--- src/hw/rtl/ltkm_pkg.sv ---
// Shared constants, state codes and request structs for the loser-tree merge selector.
// No dependencies; every other file in hw/rtl imports this package.

package ltkm_pkg;

    localparam int NUM_RUNS = 8;
    localparam int RUN_W    = $clog2(NUM_RUNS);
    localparam int NODE_W   = RUN_W + 1;          // room for the sentinel index
    localparam int KEY_W    = 64;
    localparam int CFG_W    = 4;
    localparam int S_DATA_W = ((RUN_W + KEY_W + 7) / 8) * 8;
    localparam int M_DATA_W = ((RUN_W + KEY_W + 7) / 8) * 8;
    localparam int STATE_W  = 4;

    localparam logic [CFG_W-1:0] CFG_RESET = CFG_W'(8);

    localparam logic [1:0] MODE_LOAD    = 2'd0;
    localparam logic [1:0] MODE_BUILD   = 2'd1;
    localparam logic [1:0] MODE_NEXT    = 2'd2;
    localparam logic [1:0] MODE_EXHAUST = 2'd3;

    localparam logic [STATE_W-1:0] ST_IDLE    = 4'd0;
    localparam logic [STATE_W-1:0] ST_INIT    = 4'd1;
    localparam logic [STATE_W-1:0] ST_BKEY    = 4'd2;
    localparam logic [STATE_W-1:0] ST_SKEY    = 4'd3;
    localparam logic [STATE_W-1:0] ST_RD_NODE = 4'd4;
    localparam logic [STATE_W-1:0] ST_RD_KEY  = 4'd5;
    localparam logic [STATE_W-1:0] ST_CMP     = 4'd6;
    localparam logic [STATE_W-1:0] ST_OUT_RD  = 4'd7;
    localparam logic [STATE_W-1:0] ST_FIN     = 4'd8;

    typedef struct packed {
        logic             we;
        logic [RUN_W-1:0] waddr;
        logic [KEY_W-1:0] wdata;
        logic             re;
        logic [RUN_W-1:0] raddr;
    } t_key_req;

    typedef struct packed {
        logic              we;
        logic [RUN_W-1:0]  waddr;
        logic [NODE_W-1:0] wdata;
        logic              re;
        logic [RUN_W-1:0]  raddr;
    } t_node_req;

    typedef struct packed {
        logic [RUN_W-1:0] run;
        logic [KEY_W-1:0] key;
        logic             done;
    } t_result;

    // Active run count k, clamped to 2..NUM_RUNS
    function automatic logic [NODE_W-1:0] clamp_k(input logic [CFG_W-1:0] cfg);
        logic [NODE_W-1:0] k;
        if (cfg < CFG_W'(2)) begin
            k = NODE_W'(2);
        end else if (int'(cfg) > NUM_RUNS) begin
            k = NODE_W'(NUM_RUNS);
        end else begin
            k = NODE_W'(cfg);
        end
        return k;
    endfunction

    // First internal node on a leaf's path: (s + k) / 2
    function automatic logic [RUN_W-1:0] start_node(input logic [NODE_W-1:0] s,
                                                    input logic [NODE_W-1:0] k);
        logic [NODE_W:0] sum;
        sum = {1'b0, s} + {1'b0, k};
        return sum[RUN_W:1];
    endfunction

endpackage

--- src/hw/rtl/ltkm_key_store.sv ---
// Leaf key memory: one key per run, one write and one registered read port.
// Depends on ltkm_pkg. Contents are undefined until written.

module ltkm_key_store (
    input  logic                     i_clk,
    input  ltkm_pkg::t_key_req       i_req,
    output logic [ltkm_pkg::KEY_W-1:0] o_q
);
    import ltkm_pkg::*;

    logic [KEY_W-1:0] r_mem [NUM_RUNS];
    logic [KEY_W-1:0] r_q;

    always_ff @(posedge i_clk) begin
        if (i_req.we) begin
            r_mem[i_req.waddr] <= i_req.wdata;
        end
        if (i_req.re) begin
            r_q <= r_mem[i_req.raddr];
        end
    end

    assign o_q = r_q;

endmodule

--- src/hw/rtl/ltkm_node_store.sv ---
// Loser node memory for internal nodes, registered read, with per-entry valid bits
// so that a node never written since reset reads as zero. Depends on ltkm_pkg.

module ltkm_node_store (
    input  logic                        i_clk,
    input  logic                        i_rst_n,
    input  ltkm_pkg::t_node_req         i_req,
    output logic [ltkm_pkg::NODE_W-1:0] o_q
);
    import ltkm_pkg::*;

    logic [NODE_W-1:0]   r_mem [NUM_RUNS];
    logic [NUM_RUNS-1:0] r_val;
    logic [NODE_W-1:0]   r_q;

    always_ff @(posedge i_clk) begin
        if (!i_rst_n) begin
            r_val <= '0;
        end else if (i_req.we) begin
            r_val[i_req.waddr] <= 1'b1;
        end
    end

    always_ff @(posedge i_clk) begin
        if (i_req.we) begin
            r_mem[i_req.waddr] <= i_req.wdata;
        end
        if (i_req.re) begin
            r_q <= r_val[i_req.raddr] ? r_mem[i_req.raddr] : '0;
        end
    end

    assign o_q = r_q;

endmodule

--- src/hw/rtl/ltkm_ctrl.sv ---
// Sequencer for the loser tree: leaf loads, tree build and leaf-to-root replay.
// Holds the exhausted flags and the root winner. Depends on ltkm_pkg.

module ltkm_ctrl (
    input  logic                        i_clk,
    input  logic                        i_rst_n,
    input  logic [ltkm_pkg::NODE_W-1:0] i_k,
    input  logic                        i_in_valid,
    output logic                        o_in_ready,
    input  logic [1:0]                  i_mode,
    input  logic [ltkm_pkg::RUN_W-1:0]  i_run_index,
    input  logic [ltkm_pkg::KEY_W-1:0]  i_key,
    output ltkm_pkg::t_key_req          o_key_req,
    input  logic [ltkm_pkg::KEY_W-1:0]  i_key_q,
    output ltkm_pkg::t_node_req         o_node_req,
    input  logic [ltkm_pkg::NODE_W-1:0] i_node_q,
    output logic                        o_res_valid,
    input  logic                        i_res_ready,
    output ltkm_pkg::t_result           o_res
);
    import ltkm_pkg::*;

    logic [STATE_W-1:0]  r_state;
    logic [NODE_W-1:0]   r_s;       // climbing leaf
    logic [KEY_W-1:0]    r_skey;    // its key
    logic [NODE_W-1:0]   r_held;    // loser stored at the current node
    logic [RUN_W-1:0]    r_node;
    logic [RUN_W-1:0]    r_leaf;    // build: leaf being inserted
    logic                r_build;
    logic [NODE_W-1:0]   r_win;     // node 0
    logic [NUM_RUNS-1:0] r_exh;

    logic              w_accept;
    logic              w_win_ok;
    logic              w_yield;
    logic              w_exs;
    logic              w_ext;
    logic [NODE_W-1:0] w_k_m1;
    logic [NODE_W-1:0] w_next_s;

    assign w_accept = i_in_valid && (r_state == ST_IDLE);
    assign o_in_ready = (r_state == ST_IDLE);
    assign w_win_ok = (r_win < i_k) && !r_exh[r_win[RUN_W-1:0]];
    assign w_k_m1   = i_k - NODE_W'(1);
    assign w_exs    = r_exh[r_s[RUN_W-1:0]];
    assign w_ext    = r_exh[r_held[RUN_W-1:0]];

    // Climbing leaf yields to the stored loser; ties keep the climber
    always_comb begin
        if (r_s >= i_k) begin
            w_yield = 1'b0;
        end else if (r_held >= i_k) begin
            w_yield = 1'b1;
        end else if (w_exs != w_ext) begin
            w_yield = w_exs;
        end else if (w_exs) begin
            w_yield = 1'b0;
        end else begin
            w_yield = $signed(r_skey) > $signed(i_key_q);
        end
    end

    assign w_next_s = w_yield ? r_held : r_s;

    always_comb begin
        o_key_req       = '0;
        o_key_req.wdata = i_key;
        o_key_req.waddr = (i_mode == MODE_LOAD) ? i_run_index : r_win[RUN_W-1:0];
        o_key_req.we    = w_accept && ((i_mode == MODE_LOAD)
                                       || ((i_mode == MODE_NEXT) && w_win_ok));
        case (r_state)
            ST_BKEY: begin
                o_key_req.re    = 1'b1;
                o_key_req.raddr = r_leaf;
            end
            ST_RD_KEY: begin
                o_key_req.re    = 1'b1;
                o_key_req.raddr = i_node_q[RUN_W-1:0];
            end
            ST_OUT_RD: begin
                o_key_req.re    = 1'b1;
                o_key_req.raddr = r_win[RUN_W-1:0];
            end
            default: begin
                o_key_req.re    = 1'b0;
                o_key_req.raddr = r_leaf;
            end
        endcase
    end

    always_comb begin
        o_node_req       = '0;
        o_node_req.waddr = r_node;
        o_node_req.raddr = r_node;
        o_node_req.re    = (r_state == ST_RD_NODE);
        case (r_state)
            ST_INIT: begin
                o_node_req.we    = 1'b1;
                o_node_req.wdata = i_k;
            end
            ST_CMP: begin
                o_node_req.we    = w_yield;
                o_node_req.wdata = r_s;
            end
            default: begin
                o_node_req.we    = 1'b0;
                o_node_req.wdata = r_s;
            end
        endcase
    end

    always_ff @(posedge i_clk) begin
        if (!i_rst_n) begin
            r_state <= ST_IDLE;
            r_s     <= '0;
            r_skey  <= '0;
            r_held  <= '0;
            r_node  <= '0;
            r_leaf  <= '0;
            r_build <= 1'b0;
            r_win   <= '0;
            r_exh   <= '0;
        end else begin
            case (r_state)
                ST_IDLE: begin
                    if (i_in_valid) begin
                        case (i_mode)
                            MODE_LOAD: begin
                                r_exh[i_run_index] <= 1'b0;
                            end
                            MODE_BUILD: begin
                                r_build <= 1'b1;
                                r_node  <= RUN_W'(1);
                                r_state <= ST_INIT;
                            end
                            MODE_NEXT: begin
                                if (w_win_ok) begin
                                    r_build <= 1'b0;
                                    r_s     <= r_win;
                                    r_skey  <= i_key;
                                    r_node  <= start_node(r_win, i_k);
                                    r_state <= ST_RD_NODE;
                                end else begin
                                    r_state <= ST_FIN;
                                end
                            end
                            MODE_EXHAUST: begin
                                // exhausted climber never needs its key
                                if (w_win_ok) begin
                                    r_build <= 1'b0;
                                    r_exh[r_win[RUN_W-1:0]] <= 1'b1;
                                    r_s     <= r_win;
                                    r_node  <= start_node(r_win, i_k);
                                    r_state <= ST_RD_NODE;
                                end else begin
                                    r_state <= ST_FIN;
                                end
                            end
                            default: begin
                                r_state <= ST_IDLE;
                            end
                        endcase
                    end
                end
                ST_INIT: begin
                    // fill nodes 1..k-1 with the sentinel
                    if ({1'b0, r_node} >= w_k_m1) begin
                        r_leaf  <= w_k_m1[RUN_W-1:0];
                        r_state <= ST_BKEY;
                    end else begin
                        r_node <= r_node + RUN_W'(1);
                    end
                end
                ST_BKEY: begin
                    r_s     <= {1'b0, r_leaf};
                    r_node  <= start_node({1'b0, r_leaf}, i_k);
                    r_state <= ST_SKEY;
                end
                ST_SKEY: begin
                    r_skey  <= i_key_q;
                    r_state <= ST_RD_NODE;
                end
                ST_RD_NODE: begin
                    r_state <= ST_RD_KEY;
                end
                ST_RD_KEY: begin
                    r_held  <= i_node_q;
                    r_state <= ST_CMP;
                end
                ST_CMP: begin
                    if (w_yield) begin
                        r_s    <= r_held;
                        r_skey <= i_key_q;
                    end
                    if (r_node == RUN_W'(1)) begin
                        r_win <= w_next_s;
                        if (r_build && (r_leaf != '0)) begin
                            r_leaf  <= r_leaf - RUN_W'(1);
                            r_state <= ST_BKEY;
                        end else begin
                            r_state <= ST_OUT_RD;
                        end
                    end else begin
                        r_node  <= r_node >> 1;
                        r_state <= ST_RD_NODE;
                    end
                end
                ST_OUT_RD: begin
                    r_state <= ST_FIN;
                end
                ST_FIN: begin
                    if (i_res_ready) begin
                        r_state <= ST_IDLE;
                    end
                end
                default: begin
                    r_state <= ST_IDLE;
                end
            endcase
        end
    end

    assign o_res_valid = (r_state == ST_FIN);
    assign o_res.run   = w_win_ok ? r_win[RUN_W-1:0] : '0;
    assign o_res.key   = w_win_ok ? i_key_q : '0;
    assign o_res.done  = !w_win_ok;

endmodule

--- src/hw/rtl/loser_tree_kway_merge.sv ---
// Loser-tree selector for a k-way merge: top level with config register and result register.
// Depends on ltkm_pkg, ltkm_key_store, ltkm_node_store and ltkm_ctrl.
//
// Usage:
//   Input stream: tuser = mode (0 load leaf, 1 build, 2 next key for winner,
//   3 winner exhausted); tdata = run_index then key. Mode 0 gives no result;
//   modes 1..3 give one result item: tdata = winner_run then winner_key,
//   tuser = all_done (run and key are zero when all_done is set).
//   Config channel writes runs_in_use (clamped to 2..8); write only while idle.
//   Replay: one climb passes L = floor(log2(s + k)) levels, each a node read,
//   a key read, then a compare and write; modes 2 and 3 replay the winner's leaf
//   while it is valid. A build fills nodes 1..k-1 with the sentinel, then replays
//   every leaf from k - 1 down to 0. Each level waits on two registered memory reads.
//   The result sits in an output register; a stalled receiver holds it there
//   while the next item is accepted, and the sequencer waits only when a new
//   result is ready and the register is still full.
//   Reset: synchronous, active low; clears exhausted flags and loser nodes,
//   makes run 0 the winner and sets runs_in_use to 8. Leaf keys stay undefined
//   until loaded.

module loser_tree_kway_merge (
    input  logic                          i_clk,
    input  logic                          i_rst_n,
    input  logic                          i_cfg_valid,
    output logic                          o_cfg_ready,
    input  logic [ltkm_pkg::CFG_W-1:0]    i_cfg_data,      // runs_in_use
    input  logic                          i_s_axis_tvalid,
    output logic                          o_s_axis_tready,
    input  logic [ltkm_pkg::S_DATA_W-1:0] i_s_axis_tdata,  // run_index, key, zero pad
    input  logic [1:0]                    i_s_axis_tuser,  // mode
    output logic                          o_m_axis_tvalid,
    input  logic                          i_m_axis_tready,
    output logic [ltkm_pkg::M_DATA_W-1:0] o_m_axis_tdata,  // winner_run, winner_key, zero pad
    output logic                          o_m_axis_tuser   // all_done
);
    import ltkm_pkg::*;

    logic [CFG_W-1:0] r_cfg;
    logic             r_out_valid;
    t_result          r_out;

    t_key_req          w_key_req;
    t_node_req         w_node_req;
    logic [KEY_W-1:0]  w_key_q;
    logic [NODE_W-1:0] w_node_q;
    logic              w_res_valid;
    logic              w_res_ready;
    t_result           w_res;

    assign o_cfg_ready = 1'b1;

    always_ff @(posedge i_clk) begin
        if (!i_rst_n) begin
            r_cfg <= CFG_RESET;
        end else if (i_cfg_valid) begin
            r_cfg <= i_cfg_data;
        end
    end

    ltkm_key_store u_keys (
        .i_clk (i_clk),
        .i_req (w_key_req),
        .o_q   (w_key_q)
    );

    ltkm_node_store u_nodes (
        .i_clk   (i_clk),
        .i_rst_n (i_rst_n),
        .i_req   (w_node_req),
        .o_q     (w_node_q)
    );

    ltkm_ctrl u_ctrl (
        .i_clk       (i_clk),
        .i_rst_n     (i_rst_n),
        .i_k         (clamp_k(r_cfg)),
        .i_in_valid  (i_s_axis_tvalid),
        .o_in_ready  (o_s_axis_tready),
        .i_mode      (i_s_axis_tuser),
        .i_run_index (i_s_axis_tdata[RUN_W-1:0]),
        .i_key       (i_s_axis_tdata[RUN_W+KEY_W-1:RUN_W]),
        .o_key_req   (w_key_req),
        .i_key_q     (w_key_q),
        .o_node_req  (w_node_req),
        .i_node_q    (w_node_q),
        .o_res_valid (w_res_valid),
        .i_res_ready (w_res_ready),
        .o_res       (w_res)
    );

    assign w_res_ready = !r_out_valid || i_m_axis_tready;

    always_ff @(posedge i_clk) begin
        if (!i_rst_n) begin
            r_out_valid <= 1'b0;
        end else if (w_res_valid && w_res_ready) begin
            r_out_valid <= 1'b1;
        end else if (i_m_axis_tready) begin
            r_out_valid <= 1'b0;
        end
    end

    always_ff @(posedge i_clk) begin
        if (w_res_valid && w_res_ready) begin
            r_out <= w_res;
        end
    end

    assign o_m_axis_tvalid = r_out_valid;
    assign o_m_axis_tdata  = M_DATA_W'({r_out.key, r_out.run});
    assign o_m_axis_tuser  = r_out.done;

endmodule

--- config.mk ---
export PLATFORM = sky130hd
export DESIGN_NAME = loser_tree_kway_merge
export DESIGN_NICKNAME = d
export VERILOG_FILES = /design/src/hw/rtl/ltkm_pkg.sv /design/src/hw/rtl/ltkm_key_store.sv /design/src/hw/rtl/ltkm_node_store.sv /design/src/hw/rtl/ltkm_ctrl.sv /design/src/hw/rtl/loser_tree_kway_merge.sv
export SDC_FILE = /design/constraint.sdc
export NUM_CORES = 1
export LEC_CHECK = 0
export BUFFER_PORTS_ARGS = -buffer_cell sky130_fd_sc_hd__buf_2
export CORE_UTILIZATION = 42
export DETAILED_ROUTE_END_ITERATION = 10
export GPL_ROUTABILITY_DRIVEN = 0
export PLACE_DENSITY_LB_ADDON = 0.1
export SYNTH_ARGS = -nofsm -noshare
export SYNTH_HDL_FRONTEND = slang
export SYNTH_SLANG_ARGS = --single-unit
--- constraint.sdc ---
create_clock -name i_clk -period 8.1 [get_ports i_clk]
set_clock_uncertainty 0.2 [all_clocks]
set_input_delay 1.62 -clock i_clk [delete_from_list [all_inputs] [get_ports i_clk]]
set_output_delay 1.62 -clock i_clk [all_outputs]
set_load 0.03 [all_outputs]
==> impl_metrics.env <==
export IMPL_status="finished, final reports clean"
export IMPL_die_w_um=281
export IMPL_stdcell_count=3201
export IMPL_crit_top_cell="buf_4"
export IMPL_portBuffers=147
export IMPL_hold_path_class="flop to flop"
export IMPL_ff2ff_setup_slack_ps=3080
export IMPL_place_inst=3040
export IMPL_holdPathStages=2
export IMPL_syn2layout_area_growth_pct=14.3
export IMPL_cts_sinks=788
export IMPL_cts_tree="done"
export IMPL_rsz0062_at_grt="no"
export IMPL_postCtsSetupBuffers=0
export IMPL_regToRegStartpoint="u_keys.o_q[46]$_DFFE_PN_"
export IMPL_postSynthCellCount=1951
export IMPL_num_rows=101
export IMPL_initial_utilization_pct=42.7
export IMPL_grt_first_pass_wirelength_um=119000
export IMPL_synth_edff_count=680
export IMPL_holdPathEnd="u_nodes.r_val[1]$_SDFFE_PN0P_"
export IMPL_nNetsFinal=2269
export IMPL_min_period_ps=5020
export IMPL_coreArea_mm2=0.0765
export IMPL_cpMaxStageDelayCell="nor4_1"
export IMPL_crit_family="compound AO/OA/AOI/OAI gates"
export IMPL_synth_fa_ha_area_share_pct=3.46
export IMPL_clk_pin_slew_worst_paths_ps=60
export IMPL_synthXorXnorAreaFrac_pct=0.161
export IMPL_postSynthAreaPerCell_um2=16.7
export IMPL_ioPinCount=159
export IMPL_finalHoldViolCount=0
export IMPL_critPathBufInv=3
export IMPL_worstSetupStartpointType="flop"
export IMPL_firstDrtPassIters=5
export IMPL_wl_um=79400
export IMPL_synth_compound_area_share_pct=8.13
export IMPL_grt_pass1_vias=18900
export IMPL_p_per_area_mw_per_mm2=303
export IMPL_grt_overflow=0
export IMPL_drive_gt1_share_pct=24.6
export IMPL_tns_ps=0
export IMPL_setup_worst_path_start="u_keys.o_q[46]$_DFFE_PN_"
export IMPL_whs_ps=275
export IMPL_avgRoutedWirePerCell_um=24.8
export IMPL_crit_type="flop to flop"
export IMPL_setup_viol=0
export IMPL_synthMuxAreaShare_pct=12.3
export IMPL_synth_simple_area_share_pct=4.00
export IMPL_synth_top_family_by_area="multiplexers"
export IMPL_fin_util_pct=48.8
export IMPL_place_hpwl_um=43800
export IMPL_synth_seq_cells=788
export IMPL_fin_crit_sh_pct=62.0
export IMPL_holdCritStartpoint="u_nodes.r_val[1]$_SDFFE_PN0P_"
export IMPL_drc=0
export IMPL_ctsHoldBuffers=0
export IMPL_antenna_found_initial=12
export IMPL_vias=18000
export IMPL_max_stage_delay_ps=790
export IMPL_drt_initial_drc_count=1179
export IMPL_track_usage_pct=20.4
export IMPL_synth_cell_types=73
export IMPL_clk_latency_ps=640
export IMPL_cts_resized=0
export IMPL_ant_nets=0
export IMPL_maxCapViolCount=0
export IMPL_grt_max_degree=91
export IMPL_cp_max_fo=16
export IMPL_power_leakage_nw=12.8
export IMPL_ys_flop_type="edfxtp_1"
export IMPL_r2r_worst_path_cells=12
export IMPL_tightest_slew_ps=1270
export IMPL_critPathCaptureType="flop"
export IMPL_vias_per_cell=5.61
export IMPL_die_area_mm2=0.0788
export IMPL_crit_required_ps=8250
export IMPL_crit_path_cell_trace="inv_1 > ha_1 > nand4_1 > nor4_1 > a2bb2oi_1 > a21boi_1 > nor3_4 > a21oi_1 > o21ai_1 > buf_4 > a2111oi_0 > buf_4"
export IMPL_yosysWarningCount=0
export IMPL_yosysSeqAreaShare_pct=69.2
export IMPL_max_freq_mhz=199
export IMPL_cts_made_buffers=85
export IMPL_cts_root_buf="clkbuf_16"
export IMPL_timing_rr_end="u_nodes.r_mem[0][1]$_DFFE_PP_"
export IMPL_fp_dieH_um=281
export IMPL_synth_area_mm2=0.0326
export IMPL_relSlewSlack_pct=14.3
export IMPL_cts_path_max_buffers=3
export IMPL_htree_levels=3
export IMPL_drv_slew=0
export IMPL_ir_drop_v=0.000202
export IMPL_cp_arrival_ps=5170
export IMPL_ys_async_sr_fraction_pct=0
synthesized netlist by cell type, types with 8 or more instances:
| library cell | number | area share (%) |
|---|---|---|
| nand2b_1 | 8 | 0.15 |
| mux4_2 | 134 | 9.3 |
| a211oi_1 | 12 | 0.28 |
| o21ai_0 | 50 | 0.77 |
| o22a_1 | 65 | 1.7 |
| o221a_1 | 60 | 2.1 |
| nand3_1 | 24 | 0.37 |
| ha_1 | 87 | 3.3 |
| a31oi_1 | 9 | 0.17 |
| nor2_1 | 135 | 1.6 |
| a21oi_1 | 62 | 0.95 |
| buf_1 | 12 | 0.14 |
| mux2_2 | 67 | 2.3 |
| nand4_1 | 17 | 0.33 |
| mux2i_1 | 24 | 0.74 |
| inv_1 | 86 | 0.99 |
| nor4_1 | 10 | 0.19 |
| clkbuf_1 | 81 | 0.93 |
| nand2_1 | 63 | 0.72 |
| edfxtp_1 | 680 | 63 |
| dfxtp_1 | 108 | 6.6 |
| buf_2 | 17 | 0.26 |
| o211ai_1 | 12 | 0.28 |
| nor3_1 | 8 | 0.12 |
worst register-to-register path: stages (launching register included):
cell and delay, ps:
edfxtp_1 360, inv_1 70, ha_1 320, nand4_1 170
nor4_1 790, a2bb2oi_1 170, a21boi_1 740, nor3_4 110
a21oi_1 690, o21ai_1 180, buf_4 230, a2111oi_0 480
buf_4 220
cells by family after synthesis:
kind of cell / Yosys count
mux: 225
flops: 788
xor+xnor: 6
buf+inv: 211
other cells: 2
fa+ha+maj: 89
simple gates: 291
compound gates: 339
layer usage:
metal	wire [µm]	up-vias	global-route usage (%)
met5	104	-	0
met4	1750	16	6.08
met3	3750	133	3.30
met2	39000	440	33.8
met1	34800	9293	27.8
li1	-	8080	-
metrics by stage:
stage                     setup WS [ps]  total power (W)  area [µm²]
after floorplan                    2310          0.00684       32600
after global placement             3100          0.00752       34500
after detailed placement           3060          0.00754       34500
after CTS                          3020           0.0115       37300
after global routing               2720           0.0118       37300
final                              3080           0.0113       37300
flip-flops by register name (all words and copies together) (netlist names), 3 cells and up:
register        flops
u_ctrl.r_held       4
u_keys.r_mem      512
u_ctrl.r_skey      64
u_ctrl.r_state      4
u_nodes.r_val       8
u_ctrl.r_exh        8
u_ctrl.r_win        4
u_keys.o_q         64
u_ctrl.r_s          4
u_nodes.o_q         4
u_ctrl.r_node       3
u_ctrl.r_leaf       3
u_nodes.r_mem      32
o_m_axis_tdata     67
r_cfg               4
report_power, final:
group	switching (W)	internal, W
clock	0.00161	0.00228
sequential	0.000173	0.00479
combinational	0.00137	0.00109
total	0.00316	0.00816
cell type report:
class / count / area (µm²)
Clock inverter: 46 / 533
Tap cell: 1030 / 1290
Fill cell: 6493 / 39200
Multi-Input combinational cell: 956 / 9300
Sequential cell: 788 / 22600
Timing Repair Buffer: 177 / 976
Antenna cell: 3 / 7.51
Inverter: 89 / 334
Clock buffer: 112 / 2280
how the worst max path moves through the flow:
stage / to / cells after the start
CTS: u_nodes.r_mem[0][3]$_DFFE_PP_ / 12
global placement: u_nodes.r_mem[0][0]$_DFFE_PP_ / 12
global route: u_nodes.r_mem[0][3]$_DFFE_PP_ / 12
finish: u_nodes.r_mem[0][1]$_DFFE_PP_ / 12
floorplan: u_keys.r_mem[7][0]$_DFFE_PP_ / 6
detailed placement: u_nodes.r_mem[0][3]$_DFFE_PP_ / 12
cells in the final DEF, fill, tap and decap left out, drive strengths merged, types with 31 or more instances in the layout:
cell,n
buf,177
inv,90
nor2,135
edfxtp,680
clkbuf,112
a21oi,62
mux2,67
mux4,134
nand2,63
ha,87
o21ai,52
dfxtp,108
o221a,66
clkinv,31
o22a,65
Power figures use the tool's default switching activity.
